**src/rtl/assert_macros.svh**
```systemverilog
// assertion macros for the lattice offset pair match rtl
`ifndef ASSERT_MACROS_SVH
`define ASSERT_MACROS_SVH

// condition holds at every clock edge outside reset
`define ASSERT_ALWAYS(label, clk, rst, cond) \
  label: assert property (@(posedge clk) disable iff (rst) (cond)) \
    else $error("assertion failed");

// antecedent at an edge implies consequent at the next edge
`define ASSERT_NEXT(label, clk, rst, ante, cons) \
  label: assert property (@(posedge clk) disable iff (rst) (ante) |=> (cons)) \
    else $error("assertion failed");

`endif

```
**src/rtl/lopm_pkg.sv**
```systemverilog
// shared constants and types of the lattice offset pair match block
package lopm_pkg;

  localparam int COMP_WIDTH_DEF = 20;
  localparam int FRAC_BITS_DEF  = 12;

  localparam int SCALE_W     = 20;
  localparam int SCALE_FRAC  = 12;
  localparam logic [SCALE_W-1:0] SCALE_RESET = 20'd4096;

  localparam int L_SAT_BITS  = 40;
  localparam int DA_SAT_BITS = 40;
  localparam int DF_SAT_BITS = 30;
  localparam int IDX_W       = 16;
  localparam int ERR_W       = 40;
  localparam int CORNERS     = 4;
  localparam int PAIRS       = 16;

  localparam int APB_ADDR_W  = 3;
  localparam int APB_DATA_W  = 32;
  localparam int REG_LATTICE_SCALE = 0;

  typedef struct packed {
    logic ovf;
    logic rnz;
  } div_stat_t;

endpackage

```
**src/rtl/lopm_div.sv**
```systemverilog
// pipelined restoring divider, one quotient bit per stage, with overflow flag
module lopm_div import lopm_pkg::*; #(
  parameter int NW    = 8,
  parameter int DW    = 8,
  parameter int QB    = 4,
  parameter int TAG_W = 1
) (
  input  logic             clk,
  input  logic             rst,
  input  logic             en,
  input  logic             in_v,
  input  logic [NW-1:0]    num,
  input  logic [DW-1:0]    den,
  input  logic [TAG_W-1:0] tag_in,
  output logic             out_v,
  output logic [QB-1:0]    quo,
  output div_stat_t        stat,
  output logic [TAG_W-1:0] tag_out
);

  logic [NW-1:0]    rem [QB+1];
  logic [QB-1:0]    qq  [QB+1];
  logic [DW-1:0]    dd  [QB+1];
  logic             vv  [QB+1];
  logic             oo  [QB+1];
  logic [TAG_W-1:0] tt  [QB+1];
  logic             fit [QB];

  always_ff @(posedge clk) begin
    if (rst) vv[0] <= 1'b0;
    else if (en) vv[0] <= in_v;
    if (en) begin
      rem[0] <= num;
      dd[0]  <= den;
      qq[0]  <= '0;
      // quotient would not fit in QB bits
      oo[0]  <= (num >> QB) >= NW'(den);
      tt[0]  <= tag_in;
    end
  end

  for (genvar g = 0; g < QB; g++) begin : g_stage
    localparam int SH = QB - 1 - g;
    assign fit[g] = (rem[g] >> SH) >= NW'(dd[g]);

    always_ff @(posedge clk) begin
      if (rst) vv[g+1] <= 1'b0;
      else if (en) vv[g+1] <= vv[g];
      if (en) begin
        rem[g+1] <= fit[g] ? rem[g] - (NW'(dd[g]) << SH) : rem[g];
        qq[g+1]  <= qq[g] | (fit[g] ? (QB'(1) << SH) : '0);
        dd[g+1]  <= dd[g];
        oo[g+1]  <= oo[g];
        tt[g+1]  <= tt[g];
      end
    end
  end

  assign out_v    = vv[QB];
  assign quo      = qq[QB];
  assign stat.ovf = oo[QB];
  assign stat.rnz = rem[QB] != '0;
  assign tag_out  = tt[QB];

endmodule

```
**config.mk**
```make
export PLATFORM = sky130hd
export DESIGN_NAME = lopm_div
export DESIGN_NICKNAME = d
export VERILOG_FILES = /design/src/rtl/assert_macros.svh /design/src/rtl/lopm_pkg.sv /design/src/rtl/lopm_div.sv
export SDC_FILE = /design/constraint.sdc
export NUM_CORES = 1
export LEC_CHECK = 0
export BUFFER_PORTS_ARGS = -buffer_cell sky130_fd_sc_hd__buf_2
export CORE_MARGIN = 3
export CORE_UTILIZATION = 45
export CTS_CLUSTER_SIZE = 14
export DETAILED_ROUTE_END_ITERATION = 12
export HOLD_SLACK_MARGIN = 0.05
export PLACE_DENSITY = 0.68
export SYNTH_ARGS = -nofsm -noshare
export SYNTH_HDL_FRONTEND = slang
export SYNTH_SLANG_ARGS = --single-unit
export TNS_END_PERCENT = 50
```
**constraint.sdc**
```tcl
create_clock -name clk -period 4.9 [get_ports clk]
set_input_delay 0.98 -clock clk [delete_from_list [all_inputs] [get_ports clk]]
set_output_delay 0.98 -clock clk [all_outputs]
set_load 0.02 [all_outputs]
```
==> metrics.md, run 1 <==
| Metric | Value |
|---|---|
| Status | `completed` |
| Core ar. | `between 9000 and 10000 µm²` |
| Routability cong. | `~0.88` |
| DRC | `0` |
| Cts bufs inserted | `9` |
| Placed cell area | `between 4000 and 5000 µm²` |
| Worst Tran Pin Value | `approximately 1.1 ns` |
| Sequential fraction of the synthesis area | `62.6%` |
| Fin. Hold Viols | `0` |
| Maximum vdd drop | `approximately 170 µV` |
| Die Area | `~12000 µm²` |
| Post-Route WL | `6590 µm` |
| Flops & latches, synth | `97` |
| Clk Latency, worst-skew pair | `0.37 ns` |
| Total GRT Usage | `12.3%` |
| Clock Sinks | `between 90 and 100` |
| Synth async-reset ratio | `0%` |
| F_max | `between 0.4 and 0.5 GHz` |
| DRT Pass-1 Iters | `4` |
| # nets final | `just over 400` |
| Ant diodes | `0` |
| Critical path arrival | `around 2.5 ns` |
| WS Path Type | `register to register` |
| Leakage | `about 2.1 nW` |
| CTS tree | `built` |
| Drt wl/cell | `about 13 µm` |
| Height of the die | `between 100 and 150 µm` |
| Clock Pin Slew Worst Setup and Hold Paths | `0.10 ns` |
| Final core occ | `52.1%` |
| Critical Path Start Type | `register` |
| Final ANT Viol Nets | `0` |
| Initial DRC count | `57` |
| Initial antenna violation count | `0` |
| Mapped Cells | `~320` |
| Reg2reg end | `rem[0][38]` |
| Class of the worst hold path | `register to register` |
| I/O Pins | `29` |
| Most common cell after layout, fill and taps aside | `edfxtp_1` |
| H-tree levels | `3` |
| Area growth syn-to-layout | `10.8%` |
| Fin. max-slew vios | `0` |
| Number of synthesized flops with an enable pin | `97` |
| Hold-fix buffers, CTS | `0` |
| Hold Crit Endpoint | `qq[3][2]` |
| Vias/cell | `between 5 and 6` |
| Layout cells sized above 1 | `about a fifth` |
| Post-Layout Inst Area | `between 5000 and 6000 µm²` |
| Die W | `between 100 and 150 µm` |
| PD cells | `approximately 360 nW/µm²` |
| Post-detail-place hpwl | `4720 µm` |
| Largest net degree at the start of global routing | `95` |
| HP Start | `qq[2][2]` |
| Syn_nets | `between 300 and 400` |
| Part of the cycle the worst path needs | `48.6%` |
| Top FF cell, synth | `edfxtp_1` |
| Final setup TNS | `0 ns` |
| Vias in the first global route | `about 2500` |
| Vias post-DR | `around 2500` |
| Row count | `36` |
| First-pass GRT wire length | `approximately 11000 µm` |
| Post-Synthesis Cell Area | `approximately 4700 µm²` |
| R2r setup slk | `roughly 2.5 ns` |
| Max_cap viols | `0` |
| Highest-count cells in the layout ignoring fill and taps | `edfxtp_1, inv_1, ha_1` |
| Resized cells post-CTS | `0` |
| FF-to-FF Start | `rem[0][24]` |
| Hold path depth | `0` |
| R2R cell count | `8` |
| Initial Util | `between 40% and 50%` |
| Post-CTS setup buffers | `0` |
| Max Root-Sink Buffers | `2` |
| Final setup skew | `0.0114 ns` |
| Setup crit end kind | `register` |
| Final setup violation count | `0` |
| Required time of the critical path | `around 5.0 ns` |
| Root Buffer | `clkbuf_8` |
| Syn. warnings | `0` |
| Port Buffers | `28` |
| Distinct cells, synth | `45` |
| Avg Inst Size Synth | `~15 µm²` |
| Final min period | `approximately 2.4 ns` |
| Fillers | `between 800 and 900` |
| Slew headroom | `about a quarter` |
| Gr ovfl total | `0` |
| RSZ-0062 raised after global routing | `no` |
| Worst Path Max Fanout | `8` |
## state kept, by name, summed over array words and instances (netlist names)
| name | cells |
|---|---|
| dd | 32 |
| oo | 5 |
| qq | 10 |
| rem | 40 |
| tt | 5 |
| vv | 5 |
## per-stage QoR
step	worst slack, ns	hold slack [ns]	power, mW	std cells
finish	2.52	0.428	1.87	495
global route	2.38	0.437	1.97	495
CTS	2.51	0.431	1.89	495
detailed placement	2.39	0.405	1.37	479
global placement	2.45	0.402	1.36	479
floorplan	2.76	0.400	1.29	319
## worst max path at each step
stage	slack, ns	end	startpoint	cells past startpoint
finish	2.52	rem[0][38]	rem[0][24]	8
global route	2.38	rem[0][14]	rem[0][3]	8
CTS	2.51	rem[0][38]	rem[0][24]	8
detailed placement	2.39	vv[4]	en	2
global placement	2.45	vv[4]	en	2
floorplan	2.76	oo[0]	num[4]	7
## per-layer routing
layer  part of all wire (%)  wire, µm  GRT usage, %
met1                     40      2650          13.1
met2                     54      3530          22.1
met3                    3.2       213          3.54
met5                      0         0             0
met4                    2.8       187          6.22
## worst max-delay path, stage by stage (launching register included)
cell       delay [ns]
edfxtp_1         0.37
inv_1            0.06
ha_1             0.23
fa_1             0.41
nand2b_1         0.17
o2bb2ai_1        0.20
a2bb2oi_2        0.26
o22ai_4          0.15
mux2_2           0.30
## cells in the mapped netlist (2+ instances only)
cell type / number / area share [%]
nor2_1: 11 / 0.89
nor2b_1: 9 / 1.2
or4_1: 2 / 0.32
nor4_1: 2 / 0.27
xnor2_1: 10 / 1.9
nor3_1: 9 / 0.97
nand2_1: 6 / 0.48
a21oi_1: 7 / 0.75
ha_1: 30 / 8.1
a31oi_1: 2 / 0.27
o21ai_0: 5 / 0.54
fa_1: 4 / 1.7
nor2b_4: 2 / 0.59
o21a_1: 6 / 0.97
mux2i_1: 9 / 1.9
o31ai_4: 2 / 0.91
nand3_1: 2 / 0.22
mux2_4: 4 / 1.3
nand2b_1: 2 / 0.27
mux2_2: 13 / 3.1
o31a_1: 3 / 0.56
inv_1: 47 / 3.8
nand4_1: 4 / 0.54
and2_1: 5 / 0.67
a21o_1: 4 / 0.65
o21ai_2: 2 / 0.38
o311ai_0: 3 / 0.56
edfxtp_1: 97 / 63
## power by group
group | internal [mW] | leakage [nW] | switching (mW)
clock network | 0.206 | 0.104 | 0.315
registers | 1.00 | 0.959 | 0.0284
logic | 0.152 | 1.04 | 0.167
## cell type report
type,count,area [µm²],share of cell area [%]
Sequential cell,97,2910,56.4
Multi-Input combinational cell,174,1560,30.2
Inverter,47,176,3.42
Tap cell,133,166,3.23
Timing Repair Buffer,28,143,2.76
Clock buffer,9,124,2.40
Clock inverter,7,78.8,1.53
## logic make-up (layout without fill, tap and decap cells)
group | Yosys count | count (layout) | share of synthesized area [%]
DFF | 97 | 97 | 62.6
and+or+nand+nor | 60 | 60 | 7.44
buffers and inverters | 48 | 91 | 3.95
AOI/OAI and AO/OA | 44 | 44 | 8.01
adders and majority gates | 34 | 34 | 9.78
muxes | 26 | 26 | 6.37
xor gates and xnor gates | 10 | 10 | 1.88
Power figures use the tool's default switching activity.
==> run 2, diff against run 1 <==
--- a/config.mk
+++ b/config.mk
@@ -11,7 +11,7 @@
 export CTS_CLUSTER_SIZE = 14
 export DETAILED_ROUTE_END_ITERATION = 12
 export HOLD_SLACK_MARGIN = 0.05
-export PLACE_DENSITY = 0.68
+export PLACE_DENSITY = 0.7
 export SYNTH_ARGS = -nofsm -noshare
 export SYNTH_HDL_FRONTEND = slang
 export SYNTH_SLANG_ARGS = --single-unit
==> constraint.sdc (replaced) <==
create_clock -name clk -period 2 [get_ports clk]
set_input_delay 0.4 -clock clk [delete_from_list [all_inputs] [get_ports clk]]
set_output_delay 0.4 -clock clk [all_outputs]
set_load 0.02 [all_outputs]
==> metrics.md, run 2 (same netlist as run 1, synthesis figures left out) <==
| Metric | Value |
|---|---|
| Maximum vdd drop | `656 µV (was 166 µV)` |
| Max_cap viols | `0 (unchanged)` |
| Critical path arrival | `2.32 ns (was 2.50 ns)` |
| Vias post-DR | `2703 (was 2508)` |
| PD cells | `858 nW/µm² (was 362 nW/µm²)` |
| Root Buffer | `clkbuf_8 (unchanged)` |
| Clk Latency, worst-skew pair | `0.37 ns (about the same)` |
| I/O Pins | `29 (unchanged)` |
| Slew headroom | `72.8% (was 24.9%)` |
| Height of the die | `108 µm (unchanged)` |
| Required time of the critical path | `2.13 ns (was 5.02 ns)` |
| Regs by FF count | `rem (40), dd (32), qq (10) (unchanged)` |
| First-pass GRT wire length | `12300 µm (was 11100 µm)` |
| Die W | `108 µm (unchanged)` |
| Core ar. | `9910 µm² (unchanged)` |
| Status | `finished, violations left (was completed)` |
| Failing checks | `negative setup slack` |
| Routability cong. | `0.856 (was 0.882)` |
| Placed cell area | `5300 µm² (was 4960 µm²)` |
| Post-Route WL | `7230 µm (was 6590 µm)` |
| Final setup TNS | `-2.49 ns (was 0 ns)` |
| Clock Sinks | `97 (unchanged)` |
| Class of the worst hold path | `input port to register (was register to register)` |
| Vias/cell | `4.93 (was 5.07)` |
| Ant diodes | `0 (unchanged)` |
| Layout cells sized above 1 | `36.4% (was 19.9%)` |
| Biggest register | `rem (unchanged)` |
| Fin. max-slew vios | `0 (unchanged)` |
| Final ANT Viol Nets | `0 (unchanged)` |
| Hold-fix buffers, CTS | `0 (unchanged)` |
| Row count | `36 (unchanged)` |
| Area growth syn-to-layout | `24.7% (was 10.8%)` |
| Fin. Hold Viols | `0 (unchanged)` |
| DRT Pass-1 Iters | `4 (unchanged)` |
| Initial antenna violation count | `0 (unchanged)` |
| CP cell instances | `ha_2 > fa_2 > nand2b_4 > o2bb2ai_4 > a2bb2oi_4 > o22ai_4 > buf_4 > buf_4 > mux2i_1 (was inv_1 > ha_1 > fa_1 > nand2b_1 > o2bb2ai_1 > a2bb2oi_2 > o22ai_4 > mux2_2)` |
| Initial Util | `47.0% (unchanged)` |
| Max Root-Sink Buffers | `2 (unchanged)` |
| Total GRT Usage | `13.5% (was 12.3%)` |
| Leakage | `2.42 nW (was 2.11 nW)` |
| Initial DRC count | `80 (was 57)` |
| CTS tree | `built (unchanged)` |
| Clock Pin Slew Worst Setup and Hold Paths | `0.11 ns (was 0.10 ns)` |
| Vias in the first global route | `2823 (was 2532)` |
| Part of the cycle the worst path needs | `110% (was 48.6%)` |
| Cts bufs inserted | `9 (unchanged)` |
| Post-route worst setup slack | `-0.193 ns (was 2.52 ns)` |
| Final min period | `2.19 ns (was 2.38 ns)` |
| Final setup skew | `0.0119 ns (was 0.0114 ns)` |
| F_max | `0.456 GHz (was 0.420 GHz)` |
| RSZ-0062 raised after global routing | `yes (was no)` |
| Drt wl/cell | `13.2 µm (was 13.3 µm)` |
| Slowest cell on the critical path | `edfxtp_1 (was fa_1)` |
| H-tree levels | `3 (unchanged)` |
| Port Buffers | `28 (unchanged)` |
| Setup crit end kind | `register (unchanged)` |
| Top cell by count, worst path | `buf_4` |
| Die Area | `11600 µm² (unchanged)` |
| Largest net degree at the start of global routing | `38 (was 95)` |
| Critical Path Start Type | `register (unchanged)` |
| DRC | `0 (unchanged)` |
| Final setup violation count | `26 (was 0)` |
| Largest register FFs | `40 (unchanged)` |
| Worst Path Max Fanout | `8 (unchanged)` |
| Post-detail-place hpwl | `5220 µm (was 4720 µm)` |
| Most common cell after layout, fill and taps aside | `edfxtp_1 (unchanged)` |
| Highest-count cells in the layout ignoring fill and taps | `edfxtp_1, buf_4, inv_1 (was edfxtp_1, inv_1, ha_1)` |
| Post-Layout Inst Area | `5810 µm² (was 5160 µm²)` |
| WS Path Type | `register to register (unchanged)` |
| Final core occ | `58.6% (was 52.1%)` |
| Gr ovfl total | `0 (unchanged)` |
| # nets final | `465 (was 412)` |
| Worst Tran Pin Value | `0.408 ns (was 1.13 ns)` |
| Slowest cell delay on critical path | `0.42 ns (was 0.41 ns)` |
| Fillers | `793 (was 857)` |
| WHS | `0.195 ns (was 0.428 ns)` |
## run 2: report_power, final
part / switching, mW / internal (mW)
Combinational: 0.505 / 0.602
Clock: 0.819 / 0.532
Sequential: 0.0748 / 2.45
## run 2: final timing paths
path | startpoint | to | cells after the start | slack [ns]
worst min register to register | rem[0][16] | rem[0][24] | 0 | 0.42
worst max-delay path | dd[0][24] | rem[0][33] | 9 | -0.19
worst max register to register | dd[0][24] | rem[0][33] | 9 | -0.19
worst min-delay path | tag_in | tt[0] | 1 | 0.20
## run 2: what timing repair did
item,4_1_cts,5_1_grt
resized for setup,13,20
setup buffers,9,8
pin swaps,7,8
endpoints found under the hold margin,0,0
endpoints found under the setup margin,28,30
## run 2: metal layers
layer	share of wire (%)	global-route usage, %
met1	39	14.2
met3	2.8	3.66
met2	57	26.3
met5	0	0
met4	1.4	3.61
## run 2: metrics by stage
| stage | total power [mW] | std cells | setup slack, ns |
|---|---|---|---|
| after floorplan | 3.18 | 319 | -0.0830 |
| after global placement | 3.48 | 515 | -0.152 |
| after detailed placement | 3.52 | 515 | -0.228 |
| after CTS | 4.95 | 540 | -0.150 |
| after global routing | 5.25 | 548 | -0.258 |
| final | 4.98 | 548 | -0.193 |
## run 2: cell type report
cell class,instances,area (µm²),area share [%]
multi-input cells,174,1770,30.4
inverters,47,176,3.04
clock buffers,9,124,2.13
repair buffers,81,561,9.66
clock inverters,7,98.8,1.70
flip-flops and latches,97,2910,50.2
well taps,133,166,2.87
## run 2: worst max-delay path: cells and delay by family, from the launching register on
kind	cells	cell delay (ns)
AOI/OAI and AO/OA	3	0.45
adders and majority gates	2	0.55
buffers and inverters	2	0.28
DFF	1	0.42
muxes	1	0.10
and+or+nand+nor	1	0.16
